$ cat src/sv/dtp_pkg.sv
// Package for the DER TLV stream parser.
// Holds the shared constants, the status codes and the result record type.
// No dependencies.
package dtp_pkg;

    localparam int MAX_DER_BYTES = 4;
    localparam int LEFT_W        = $clog2(MAX_DER_BYTES + 1);
    localparam int ACC_W         = 32;
    localparam int LEN_W         = 16;

    localparam logic [1:0] TAG_MODE_8  = 2'd0;
    localparam logic [1:0] TAG_MODE_16 = 2'd1;
    localparam logic [1:0] TAG_MODE_RESET = 2'd2;

    typedef enum logic [2:0] {
        ST_BUSY    = 3'd0,
        ST_MSG_OK  = 3'd1,
        ST_BADSIZE = 3'd2,
        ST_TOOBIG  = 3'd3,
        ST_TRUNC   = 3'd4,
        ST_DISCARD = 3'd5
    } status_t;

    typedef struct packed {
        logic [ACC_W-1:0] tag_value;
        logic [LEN_W-1:0] length_value;
        logic [7:0]       value_byte;
        logic             value_valid;
        logic             header_done;
        logic             record_done;
        status_t          status;
    } result_t;

endpackage

$ cat src/sv/dtp_if.sv
// Request channel interfaces for the DER TLV stream parser.
// dtp_msg_if carries message bytes, dtp_res_if carries parse results; uses dtp_pkg.
interface dtp_msg_if;
    logic       valid;
    logic       ready;
    logic [7:0] data_byte;
    logic       last_byte;

    modport source (output valid, output data_byte, output last_byte, input ready);
    modport sink (input valid, input data_byte, input last_byte, output ready);
endinterface

interface dtp_res_if import dtp_pkg::*; ();
    logic             valid;
    logic             ready;
    logic [ACC_W-1:0] tag_value;
    logic [LEN_W-1:0] length_value;
    logic [7:0]       value_byte;
    logic             value_valid;
    logic             header_done;
    logic             record_done;
    status_t          status;

    modport source (
        output valid, output tag_value, output length_value, output value_byte,
        output value_valid, output header_done, output record_done, output status,
        input ready
    );
    modport sink (
        input valid, input tag_value, input length_value, input value_byte,
        input value_valid, input header_done, input record_done, input status,
        output ready
    );
endinterface

$ cat src/sv/dtp_core.sv
// Parser state and per-byte decode for the DER TLV stream parser.
// Holds the tag width register and the record state; uses dtp_pkg.
module dtp_core
    import dtp_pkg::*;
(
    input  logic       clk,
    input  logic       rst_n,
    input  logic       accept,
    input  logic [7:0] data_byte,
    input  logic       last_byte,
    input  logic       cfg_wr_en,
    input  logic [1:0] cfg_wr_data,
    output result_t    res
);

    typedef enum logic [2:0] {
        PH_TAG_FIRST,
        PH_TAG_LONG,
        PH_LEN_FIRST,
        PH_LEN_LONG,
        PH_VALUE,
        PH_DISCARD
    } phase_t;

    phase_t             phase_reg, phase_next;
    logic [LEFT_W-1:0]  long_left_reg, long_left_next;
    logic [ACC_W-1:0]   acc_reg, acc_next;
    logic [ACC_W-1:0]   tag_reg, tag_next;
    logic [LEN_W-1:0]   vleft_reg, vleft_next;
    logic [1:0]         mode_reg;

    logic [ACC_W-1:0]   acc_shift;
    logic [ACC_W-1:0]   fin_val;
    logic [ACC_W-1:0]   tag_limit;
    logic [LEFT_W-1:0]  left_dec;
    logic [6:0]         long_size;
    logic               is_len;
    logic               fin;
    logic               err;
    status_t            err_code;
    status_t            status;
    logic               hdone;
    logic               rdone;
    logic               vvalid;
    logic [LEN_W-1:0]   len;

    assign acc_shift = {acc_reg[ACC_W-9:0], data_byte};
    assign left_dec  = long_left_reg - LEFT_W'(1);
    assign long_size = data_byte[6:0];
    assign is_len    = (phase_reg == PH_LEN_FIRST) || (phase_reg == PH_LEN_LONG);

    always_comb
    begin
        case (mode_reg)
            TAG_MODE_8:  tag_limit = ACC_W'(32'h0000_00FF);
            TAG_MODE_16: tag_limit = ACC_W'(32'h0000_FFFF);
            default:     tag_limit = '1;
        endcase
    end

    always_comb
    begin
        phase_next     = phase_reg;
        long_left_next = long_left_reg;
        acc_next       = acc_reg;
        tag_next       = tag_reg;
        vleft_next     = vleft_reg;
        fin            = 1'b0;
        fin_val        = '0;
        err            = 1'b0;
        err_code       = ST_BUSY;
        status         = ST_BUSY;
        hdone          = 1'b0;
        rdone          = 1'b0;
        vvalid         = 1'b0;
        len            = '0;

        case (phase_reg)
            PH_TAG_FIRST, PH_LEN_FIRST:
            begin
                if (data_byte[7])
                begin
                    if (!is_len)
                    begin
                        tag_next = '0;
                    end
                    if (last_byte && (long_size != 7'd0))
                    begin
                        err      = 1'b1;
                        err_code = ST_TRUNC;
                    end
                    else if ((long_size == 7'd0) || (long_size > 7'(MAX_DER_BYTES)))
                    begin
                        err      = 1'b1;
                        err_code = ST_BADSIZE;
                    end
                    else
                    begin
                        long_left_next = long_size[LEFT_W-1:0];
                        acc_next       = '0;
                        phase_next     = is_len ? PH_LEN_LONG : PH_TAG_LONG;
                    end
                end
                else
                begin
                    fin     = 1'b1;
                    fin_val = ACC_W'(data_byte);
                end
            end
            PH_TAG_LONG, PH_LEN_LONG:
            begin
                acc_next       = acc_shift;
                long_left_next = left_dec;
                if (left_dec == '0)
                begin
                    fin     = 1'b1;
                    fin_val = acc_shift;
                end
                else if (last_byte)
                begin
                    err      = 1'b1;
                    err_code = ST_TRUNC;
                end
            end
            PH_VALUE:
            begin
                vvalid     = 1'b1;
                vleft_next = vleft_reg - LEN_W'(1);
                if (vleft_next == '0)
                begin
                    rdone      = 1'b1;
                    phase_next = PH_TAG_FIRST;
                    if (last_byte)
                    begin
                        status = ST_MSG_OK;
                    end
                end
                else if (last_byte)
                begin
                    err      = 1'b1;
                    err_code = ST_TRUNC;
                end
            end
            default:
            begin
                status     = ST_DISCARD;
                tag_next   = '0;
                phase_next = last_byte ? PH_TAG_FIRST : PH_DISCARD;
            end
        endcase

        if (fin)
        begin
            if (!is_len)
            begin
                if (fin_val > tag_limit)
                begin
                    err      = 1'b1;
                    err_code = ST_TOOBIG;
                end
                else
                begin
                    tag_next   = fin_val;
                    phase_next = PH_LEN_FIRST;
                    if (last_byte)
                    begin
                        err      = 1'b1;
                        err_code = ST_TRUNC;
                    end
                end
            end
            else if (fin_val[ACC_W-1:LEN_W] != '0)
            begin
                err      = 1'b1;
                err_code = ST_TOOBIG;
            end
            else
            begin
                hdone = 1'b1;
                len   = fin_val[LEN_W-1:0];
                if (len == '0)
                begin
                    rdone      = 1'b1;
                    phase_next = PH_TAG_FIRST;
                end
                else
                begin
                    vleft_next = len;
                    phase_next = PH_VALUE;
                end
                if (last_byte)
                begin
                    err      = 1'b1;
                    err_code = ST_TRUNC;
                end
            end
        end

        if (err)
        begin
            status         = err_code;
            tag_next       = '0;
            long_left_next = '0;
            acc_next       = '0;
            vleft_next     = '0;
            phase_next     = last_byte ? PH_TAG_FIRST : PH_DISCARD;
        end
    end

    always_comb
    begin
        res = '0;
        res.status = status;
        if ((status == ST_BUSY) || (status == ST_MSG_OK))
        begin
            res.tag_value    = tag_next;
            res.length_value = len;
            res.value_byte   = vvalid ? data_byte : 8'd0;
            res.value_valid  = vvalid;
            res.header_done  = hdone;
            res.record_done  = rdone;
        end
    end

    always_ff @(posedge clk or negedge rst_n)
    begin
        if (!rst_n)
        begin
            phase_reg     <= PH_TAG_FIRST;
            long_left_reg <= '0;
            acc_reg       <= '0;
            tag_reg       <= '0;
            vleft_reg     <= '0;
            mode_reg      <= TAG_MODE_RESET;
        end
        else
        begin
            if (cfg_wr_en)
            begin
                mode_reg <= cfg_wr_data;
            end
            if (accept)
            begin
                phase_reg     <= phase_next;
                long_left_reg <= long_left_next;
                acc_reg       <= acc_next;
                tag_reg       <= tag_next;
                vleft_reg     <= vleft_next;
            end
        end
    end

    // A byte carrying the last mark always leaves the parser ready for a new message.
    a_last_to_idle: assert property (@(posedge clk) disable iff (!rst_n)
        accept && last_byte |=> phase_reg == PH_TAG_FIRST)
        else $error("parser not idle after last byte");

    a_hdr_to_value: assert property (@(posedge clk) disable iff (!rst_n)
        accept && res.header_done && (res.length_value != '0) && !last_byte
        |=> phase_reg == PH_VALUE)
        else $error("non-empty header did not enter value phase");

    a_value_count: assert property (@(posedge clk) disable iff (!rst_n)
        phase_reg == PH_VALUE |-> vleft_reg != '0)
        else $error("value phase with no bytes left");

    a_long_count: assert property (@(posedge clk) disable iff (!rst_n)
        (phase_reg == PH_TAG_LONG) || (phase_reg == PH_LEN_LONG)
        |-> (long_left_reg != '0) && (long_left_reg <= LEFT_W'(MAX_DER_BYTES)))
        else $error("long-form byte count out of range");

    a_hdr_rec: assert property (@(posedge clk) disable iff (!rst_n)
        accept && res.header_done && res.record_done |-> res.length_value == '0)
        else $error("record closed by a header with non-zero length");

endmodule

$ cat src/sv/dtp_out_buf.sv
// Output register with a skid stage for the DER TLV stream parser.
// Decouples the result channel from the message channel; uses dtp_pkg and dtp_res_if.
module dtp_out_buf
    import dtp_pkg::*;
(
    input  logic       clk,
    input  logic       rst_n,
    input  logic       push,
    input  result_t    push_data,
    output logic       can_push,
    dtp_res_if.source  result
);

    logic    out_valid_reg;
    logic    skid_valid_reg;
    result_t out_data_reg;
    result_t skid_data_reg;

    assign can_push = !skid_valid_reg;

    always_ff @(posedge clk or negedge rst_n)
    begin
        if (!rst_n)
        begin
            out_valid_reg  <= 1'b0;
            skid_valid_reg <= 1'b0;
        end
        else
        begin
            if (!out_valid_reg || result.ready)
            begin
                if (skid_valid_reg)
                begin
                    out_valid_reg  <= 1'b1;
                    skid_valid_reg <= 1'b0;
                end
                else
                begin
                    out_valid_reg <= push;
                end
            end
            else if (push)
            begin
                skid_valid_reg <= 1'b1;
            end
        end
    end

    always_ff @(posedge clk)
    begin
        if (!out_valid_reg || result.ready)
        begin
            if (skid_valid_reg)
            begin
                out_data_reg <= skid_data_reg;
            end
            else if (push)
            begin
                out_data_reg <= push_data;
            end
        end
        else if (push)
        begin
            skid_data_reg <= push_data;
        end
    end

    assign result.valid        = out_valid_reg;
    assign result.tag_value    = out_data_reg.tag_value;
    assign result.length_value = out_data_reg.length_value;
    assign result.value_byte   = out_data_reg.value_byte;
    assign result.value_valid  = out_data_reg.value_valid;
    assign result.header_done  = out_data_reg.header_done;
    assign result.record_done  = out_data_reg.record_done;
    assign result.status       = out_data_reg.status;

endmodule

$ cat src/sv/der_tlv_stream_parser.sv
// Top level of the DER TLV stream parser: one message byte in, one result out.
// Each result is registered in the output register, or in the skid register on a stall.
// Throughput: one byte per cycle while the skid register of the output buffer is empty.
// A two-entry output buffer keeps taking bytes while one result waits to be taken.
// Reset (rst_n, asynchronous) returns the parser to the tag phase and sets 32-bit tags.
// Depends on dtp_pkg, dtp_if, dtp_core and dtp_out_buf.
module der_tlv_stream_parser
    import dtp_pkg::*;
(
    input  logic       clk,
    input  logic       rst_n,
    dtp_msg_if.sink    msg,
    dtp_res_if.source  result,
    input  logic       cfg_wr_en,
    input  logic [1:0] cfg_wr_data
);

    logic    accept;
    logic    can_push;
    result_t res;

    assign msg.ready = can_push;
    assign accept    = msg.valid && can_push;

    dtp_core u_core (
        .clk         (clk),
        .rst_n       (rst_n),
        .accept      (accept),
        .data_byte   (msg.data_byte),
        .last_byte   (msg.last_byte),
        .cfg_wr_en   (cfg_wr_en),
        .cfg_wr_data (cfg_wr_data),
        .res         (res)
    );

    dtp_out_buf u_out_buf (
        .clk       (clk),
        .rst_n     (rst_n),
        .push      (accept),
        .push_data (res),
        .can_push  (can_push),
        .result    (result)
    );

endmodule

$ cat src/flat_wrapper.sv
// flat-port wrapper written by rule: the top's interface ports become plain ports
module der_tlv_stream_parser_flat import dtp_pkg::*;
  (clk, rst_n, cfg_wr_en, cfg_wr_data, msg_valid, msg_data_byte, msg_last_byte, msg_ready, result_valid, result_tag_value, result_length_value, result_value_byte, result_value_valid, result_header_done, result_record_done, result_status, result_ready);
  dtp_msg_if msg_i ();
  dtp_res_if result_i ();
  input  logic clk;
  input  logic rst_n;
  input  logic cfg_wr_en;
  input  logic [1:0] cfg_wr_data;
  input wire logic [$bits(msg_i.valid)-1:0] msg_valid;
  input wire logic [$bits(msg_i.data_byte)-1:0] msg_data_byte;
  input wire logic [$bits(msg_i.last_byte)-1:0] msg_last_byte;
  output wire logic [$bits(msg_i.ready)-1:0] msg_ready;
  output wire logic [$bits(result_i.valid)-1:0] result_valid;
  output wire logic [$bits(result_i.tag_value)-1:0] result_tag_value;
  output wire logic [$bits(result_i.length_value)-1:0] result_length_value;
  output wire logic [$bits(result_i.value_byte)-1:0] result_value_byte;
  output wire logic [$bits(result_i.value_valid)-1:0] result_value_valid;
  output wire logic [$bits(result_i.header_done)-1:0] result_header_done;
  output wire logic [$bits(result_i.record_done)-1:0] result_record_done;
  output wire logic [$bits(result_i.status)-1:0] result_status;
  input wire logic [$bits(result_i.ready)-1:0] result_ready;
  assign msg_i.valid = msg_valid;
  assign msg_i.data_byte = msg_data_byte;
  assign msg_i.last_byte = msg_last_byte;
  assign msg_ready = msg_i.ready;
  assign result_valid = result_i.valid;
  assign result_tag_value = result_i.tag_value;
  assign result_length_value = result_i.length_value;
  assign result_value_byte = result_i.value_byte;
  assign result_value_valid = result_i.value_valid;
  assign result_header_done = result_i.header_done;
  assign result_record_done = result_i.record_done;
  assign result_status = result_i.status;
  assign result_i.ready = result_ready;
  der_tlv_stream_parser u_core (.clk(clk), .rst_n(rst_n), .msg(msg_i), .result(result_i), .cfg_wr_en(cfg_wr_en), .cfg_wr_data(cfg_wr_data));
endmodule
$ cat config.mk
export PLATFORM = sky130hd
export DESIGN_NAME = der_tlv_stream_parser_flat
export DESIGN_NICKNAME = d
export VERILOG_FILES = /design/src/sv/dtp_pkg.sv /design/src/sv/dtp_if.sv /design/src/sv/dtp_core.sv /design/src/sv/dtp_out_buf.sv /design/src/sv/der_tlv_stream_parser.sv /design/src/flat_wrapper.sv
export SDC_FILE = /design/constraint.sdc
export NUM_CORES = 1
export LEC_CHECK = 0
export BUFFER_PORTS_ARGS = -buffer_cell sky130_fd_sc_hd__buf_2
export CORE_MARGIN = 2
export CORE_UTILIZATION = 55
export DETAILED_ROUTE_END_ITERATION = 8
export GPL_ROUTABILITY_DRIVEN = 0
export PLACE_DENSITY = 0.74
export SLEW_MARGIN = 25
export SYNTH_ARGS = -nofsm -noshare
export SYNTH_HDL_FRONTEND = slang
export SYNTH_SLANG_ARGS = --single-unit
$ cat constraint.sdc
create_clock -name clk -period 4.8 [get_ports clk]
set_clock_uncertainty 0.1 [all_clocks]
set_input_delay 1.2 -clock clk [delete_from_list [all_inputs] [get_ports clk]]
set_output_delay 1.2 -clock clk [all_outputs]
set_load 0.01 [all_outputs]
==> metrics.csv, run 1 <==
metric,value,unit
synth_cells,876,
clk_latency,0.50,ns
drt-total-wl,25.5,mm
stdcell_area,0.0116,mm²
hold_violations,0,
reg2reg_depth,18,
status,"finished, violations left",
grt_pass1_wl,40.5,mm
n_antenna_cell,0,
dpl_cell_area,0.0108,mm²
cts_root_buf,clkbuf_16,
row_count,49,
cts.path.max_buffers,3,
hpwlAfterDp,16.4,mm
synth_flop_cell,edfxtp_1,
crit_chain,inv_1 -> ha_1 -> xnor2_1 -> and3_2 -> buf_4 -> nand2_1 -> inv_1 -> ha_1 -> a211oi_1 -> o21ai_0 -> a22oi_1 -> o211ai_1 -> buf_4 -> a31o_2 -> buf_4 -> nor3_4 -> buf_6 -> a22o_1,
slew_violations,0,
wl_per_cell,21.3,µm
die_w,140,µm
avgViaCountPerCell,6.40,
crit_slowest_cell,dfrtp_1,
cp-end-kind,register,
fillers,1398,
synth_cell_types,73,
port_buffers,79,
place_inst,1154,
min-delay-start,u_core.u_core.tag_reg[2]$_DFFE_PN0P_,
holdWs,0.374,ns
rsz0062_at_grt,no,
clk_pin_slew,0.06,ns
fin_crit_sh,0.935,
chipHeight,140,µm
die-area,0.0196,mm²
synthArstFlopShare,0.398,
ant_nets,0,
drive_above_1_share,0.183,
via_count,7666,
synth.net_count,920,
antenna_found_initial,0,
drtIter0Drc,1136,
fmax,223,MHz
syn_area_per_cell,11.6,µm²
relSlewSlack,0.351,
timing.rr.end,u_core.u_core.tag_reg[29]$_DFFE_PN0P_,
power_density,503,mW/mm²
h-tree-depth,1,
max_stage_delay,0.43,ns
detailedPlace.worstSlack,-0.101,ns
critPathTopFamily,compound AO/OA/AOI/OAI gates,
cts.sinks,206,
yosys_warnings,0,
path_class,reg -> reg,
coreArea,0.0181,mm²
fin_crit,4.49,ns
cts_tree,yes,
cts_hold_buf,0,
holdPathStages,2,
overflow,0,
io-pin-count,80,
ir_drop,0.273,mV
area_delta_synth_final,13.8,%
crit_fanout,34,
hold_path.class,reg -> reg,
hold_end,u_core.u_core.tag_reg[2]$_DFFE_PN0P_,
tightest_slew,0.964,ns
regToRegSetupSlack,0.31,ns
cap_violations,0,
route.detailed.drc,11,
crit_buf_inv,6,
first_pass_iters,9,
synth-edff-count,124,
setup_viol,0,
setup_slack,0.312,ns
initial_core_util,0.564,
violations,design-rule violations,
mappedNetlistArea,0.0102,mm²
p_leak,0.00496,µW
largest_reg_flops,62,
layout.cells.non_filler,1198,
grt_usage,0.259,
startpoint_type,register,
grt_pass1_vias,7226,
timing.rr.start,u_core.u_core.long_left_reg[0]$_DFFE_PN0P_,
path_common_cell,buf_4,
grt_max_degree,76,
ys_ff_latch,206,
cp.arrival,4.82,ns
fin_nets,997,
yosysSeqAreaShare,0.566,
cts_buffers,22,
setup_tns,0,ns
required,5.13,ns
==> logic make-up after synthesis <==
logic type,synth area share
mux,0.0229
simple gates,0.140
buf+inv,0.0434
xor+xnor,0.00344
flops,0.566
compound gates,0.189
fa+ha+maj,0.0344
==> worst max-delay path by stage <==
stage	startpoint	end	slack (ns)	cells after the start
finish	u_core.u_core.long_left_reg[0]$_DFFE_PN0P_	u_core.u_core.tag_reg[29]$_DFFE_PN0P_	0.31	18
global route	u_core.u_core.long_left_reg[0]$_DFFE_PN0P_	u_core.u_core.tag_reg[12]$_DFFE_PN0P_	0.03	17
CTS	u_core.u_core.long_left_reg[0]$_DFFE_PN0P_	u_core.u_core.acc_reg[19]$_DFFE_PN0P_	-0.01	14
detailed placement	u_core.u_core.long_left_reg[0]$_DFFE_PN0P_	u_core.u_out_buf.result.length_value[9]$_DFFE_PP_	-0.10	14
global placement	u_core.u_core.long_left_reg[0]$_DFFE_PN0P_	u_core.u_out_buf.result.length_value[9]$_DFFE_PP_	-0.05	14
floorplan	u_core.u_core.long_left_reg[0]$_DFFE_PN0P_	u_core.u_out_buf.result.tag_value[14]$_DFFE_PP_	0.47	18
==> power breakdown <==
part | total (µW) | internal, µW | switching (µW)
Sequential | 2300 | 2120 | 180
Clock | 1720 | 1050 | 675
Combinational | 1810 | 624 | 1190
==> layout by cell type (no fill, tap or decap), types with 15 or more instances in the layout <==
cell / synthesis / layout
dfrtp_1: 81 / 80
a22o_1: 91 / 91
clkbuf_16: 0 / 23
buf_4: 1 / 30
a21oi_1: 16 / 15
and2_1: 46 / 46
nor2_1: 47 / 45
ha_1: 28 / 28
o21ai_0: 56 / 56
edfxtp_1: 124 / 124
mux2i_1: 20 / 20
buf_2: 12 / 78
a32o_1: 16 / 16
nand4_1: 20 / 20
nand2_1: 92 / 91
inv_1: 32 / 32
==> routing by layer <==
metal  vias up  share of wire  track usage
met1      3724           0.43        0.403
met5         -              0            0
met3        52           0.10       0.0564
met4         0          0.025       0.0755
li1       3473              -            -
met2       417           0.44        0.365
==> cell type report <==
type,count,area (µm²),area share
Clock buffer,35,661,0.0569
Clock inverter,5,77.6,0.00668
Inverter,32,120,0.0103
Multi-Input combinational cell,579,4020,0.346
Sequential cell,206,5780,0.498
Tap cell,229,287,0.0247
Timing Repair Buffer,112,669,0.0577
==> worst reg2reg max path, delay by kind of cell, from the launching register on <==
kind | cells | cell delay, ns
XOR/XNOR | 1 | 0.27
buffers and inverters | 6 | 1.16
AND/OR/NAND/NOR | 3 | 0.78
flip-flops | 1 | 0.43
adder cells (fa/ha/maj) | 2 | 0.47
AO/OA/AOI/OAI | 6 | 1.22
==> Yosys cell counts (6+ instances only) <==
library cell	n	area, µm²
a21oi_1	16	80.1
a32o_1	16	160
a22o_1	91	797
inv_1	32	120
o31ai_1	10	75.1
a31oi_1	6	37.5
nand3_1	8	40.0
edfxtp_1	124	3720
ha_1	28	350
dfrtp_1	81	2030
o21ai_0	56	280
nor4_1	9	56.3
nor2_1	47	176
nand2_1	92	345
buf_2	12	60.1
o22ai_1	10	62.6
and2_1	46	288
nor2b_1	7	43.8
clkbuf_1	33	124
nor3_1	10	50.1
nand4_1	20	125
mux2i_1	20	200
buf_6	11	124
==> timing repair <==
item,CTS,global route
buffers inserted,0,2
hold endpoints to repair,0,0
resized for setup,1,4
pin swaps,0,1
endpoints found under the setup margin,2,149
==> per-stage QoR <==
step                power, µW   util
floorplan                3600      -
global placement         4030  0.598
detailed placement       4070  0.598
CTS                      5790  0.639
global route             6100  0.642
finish                   5830  0.642
Power figures use the tool's default switching activity.
==> run 2, diff against run 1 <==
Settings changed: CELL_PAD_IN_SITES_DETAIL_PLACEMENT set to 0, CELL_PAD_IN_SITES_GLOBAL_PLACEMENT set to 1, CORE_UTILIZATION 55 to 49, GPL_TIMING_DRIVEN set to 0, PLACE_DENSITY 0.74 to unset, PLACE_DENSITY_LB_ADDON set to 0.1.
==> run 2 against run 1 <==
The run now ends clean. Register-to-register slack worse by 0.08 ns. First-iteration DRC count down 38%. Clock power rose by 5%. Core utilization fell by 5.6 points. Cell count grew 6.2%. Critical path depth grew 1. Total power rose by 3.1%. Global-route usage shrank 0.86 points. Die area up 12%. Combinational power up 8%. Largest power group unchanged. Critical path type unchanged.
==> metrics.csv, run 2 (synthesis gave the netlist of run 1 again) <==
metric,value,unit,change
clk_latency,0.53,ns,+0.03 ns
clk_pin_slew,0.06,ns,about the same
drtIter0Drc,702,,-38%
route.met2.wl,11.5,mm,+2.4%
internal-power,3870,µW,+2.2%
p_comb_frac,0.326,,+0.015
tightest_slew,0.991,ns,+0.0275 ns
power_density,505,mW/mm²,+0.57%
row_count,52,,+6.1%
io-pin-count,80,,unchanged
cts_root_buf,clkbuf_16,,
hold_violations,0,,unchanged
fillers,1762,,+26%
startpoint_type,register,,
die-area,0.0220,mm²,+12%
ir_drop,0.348,mV,+27%
p_sw,2140,µW,+4.8%
fin_nets,1030,,+3.3%
cts_buffers,23,,+4.5%
fmax,219,MHz,-1.7%
grt_pass1_vias,7200,,-0.36%
cp.arrival,4.74,ns,-0.08 ns
grt_pass1_wl,42.5,mm,+5.1%
min-delay-start,u_core.u_core.tag_reg[2]$_DFFE_PN0P_,,
rsz0062_at_grt,no,,
chipHeight,148,µm,+5.8%
grt_usage,0.250,,-0.00858
p_leak,0.00502,µW,+1.3%
clkPwrFrac,0.300,,+0.004
multi_input_area,0.00404,mm²,+0.56%
drive_above_1_share,0.179,,-0.00402
grt_max_degree,63,,-17%
cap_violations,0,,unchanged
first_pass_iters,5,,-4
path_class,reg -> reg,,
port_buffers,75,,-5.1%
wl_met3,2.09,mm,-22%
cts.path.max_buffers,3,,unchanged
hpwlAfterDp,18.9,mm,+15%
setup_tns,0,ns,unchanged
initial_core_util,0.502,,-0.0615
final_common_cell,edfxtp_1,,
p_seq_frac,0.375,,-0.019
required,4.98,ns,-0.15 ns
highest_layer,met4,,
regToRegSetupSlack,0.23,ns,-0.08 ns
avgViaCountPerCell,6.06,,-5.3%
fin_crit,4.57,ns,+0.0773 ns
h-tree-depth,1,,unchanged
cp-end-kind,register,,
die_w,148,µm,+5.8%
fin_crit_sh,0.951,,+0.0161
route.detailed.drc,0,,-11
regArea,0.00578,mm²,about the same
drt-total-wl,27.3,mm,+7.0%
dpl_cell_area,0.0110,mm²,+2.0%
holdPathStages,2,,unchanged
drt-met1-wl,13.1,mm,+20%
holdWs,0.376,ns,+0.00125 ns
status,"complete, no violations",,
stdcell_area,0.0119,mm²,+2.5%
antenna_found_initial,0,,unchanged
largest_reg_flops,62,,unchanged
timing.rr.end,u_core.u_out_buf.result.tag_value[26]$_DFFE_PP_,,
reg2reg_depth,19,,+1
slew_violations,0,,unchanged
n_antenna_cell,0,,unchanged
layout_common_cells,"edfxtp_1 (124), nand2_1 (91), a22o_1 (91)",,
relSlewSlack,0.332,,-0.0185
coreArea,0.0203,mm²,+12%
ant_nets,0,,unchanged
overflow,0,,unchanged
swShare,0.356,,+0.00576
crit_fanout,10,,-71%
area_delta_synth_final,16.7,%,
hold_path.class,reg -> reg,,
cts.sinks,206,,unchanged
hold_end,u_core.u_core.tag_reg[2]$_DFFE_PN0P_,,
power,6010,µW,+3.1%
setup_viol,0,,unchanged
cts_tree,yes,,
via_count,7709,,+0.56%
timing.rr.start,u_core.u_core.long_left_reg[1]$_DFFE_PN0P_,,
wl_per_cell,21.4,µm,+0.78%
-- run 2: cell types whose count changed in the layout (fill, tap and decap cells not counted), sizes merged --
cell      delta
buf          -1
bufinv       +1
clkbuf      +27
clkinv       +2
clkinvlp     +3
inv          +1
-- run 2: through the flow --
stage,util,cells,worst slack [ns]
after global routing,0.586,1272,0.0436
after CTS,0.585,1271,0.103
after floorplan,-,876,0.466
after global placement,0.538,1221,-1.01
final,0.586,1272,0.235
after detailed placement,0.544,1225,-1.08
-- run 2: metal layers --
layer,global-route usage,vias up
met5,0,-
met4,0.0519,0
met3,0.0564,48
met2,0.362,305
met1,0.387,3795
li1,-,3561
-- run 2: layout make-up --
| cell class | instances | share of cell area |
|---|---|---|
| inverters | 32 | 0.0101 |
| well taps | 270 | 0.0284 |
| flip-flops and latches | 206 | 0.485 |
| multi-input cells | 579 | 0.339 |
| repair buffers | 85 | 0.0445 |
| clock buffers | 29 | 0.0511 |
| plain buffers | 59 | 0.0280 |
| clock inverters | 12 | 0.0131 |
-- run 2: power by group through the flow --
stage,sequential [µW],combinational [µW],clock (µW)
global route,2280,2140,1900
finish,2250,1960,1800
detailed placement,2280,1880,0
floorplan,2280,1320,0
global placement,2290,1860,0
CTS,2250,1930,1830
-- run 2: what timing repair did --
action                     4_1_cts  5_1_grt
setup buffers                    5        1
setup endpoints to repair      202       77
hold buffers                     0        0
resized for setup               13        3
pin swaps                        4        2
-- run 2: how the worst max path moves through the flow --
stage,from,to,slack (ns)
final,u_core.u_core.long_left_reg[1]$_DFFE_PN0P_,u_core.u_out_buf.result.tag_value[26]$_DFFE_PP_,0.23
after global routing,u_core.u_core.long_left_reg[1]$_DFFE_PN0P_,u_core.u_out_buf.result.tag_value[26]$_DFFE_PP_,0.04
after CTS,u_core.u_core.long_left_reg[0]$_DFFE_PN0P_,u_core.u_out_buf.result.tag_value[26]$_DFFE_PP_,0.10
after detailed placement,u_core.u_core.long_left_reg[0]$_DFFE_PN0P_,u_core.u_out_buf.result.length_value[14]$_DFFE_PP_,-1.08
after global placement,u_core.u_core.long_left_reg[0]$_DFFE_PN0P_,u_core.u_out_buf.result.length_value[14]$_DFFE_PP_,-1.01
after floorplan,u_core.u_core.long_left_reg[0]$_DFFE_PN0P_,u_core.u_out_buf.result.tag_value[14]$_DFFE_PP_,0.47
-- run 2: worst max-delay path, stage by stage, from the launching register on --
cell and delay (ns):
dfrtp_1 0.37, inv_1 0.08, ha_1 0.23, xnor2_2 0.14
and3_4 0.22, buf_4 0.17, buf_4 0.19, nand2_2 0.13
inv_1 0.08, ha_1 0.25, a211oi_1 0.23, o21ai_0 0.14
a2111oi_2 0.43, o211ai_1 0.13, buf_4 0.18, a211o_1 0.29
buf_2 0.17, buf_2 0.22, a32o_1 0.35, a22o_1 0.20
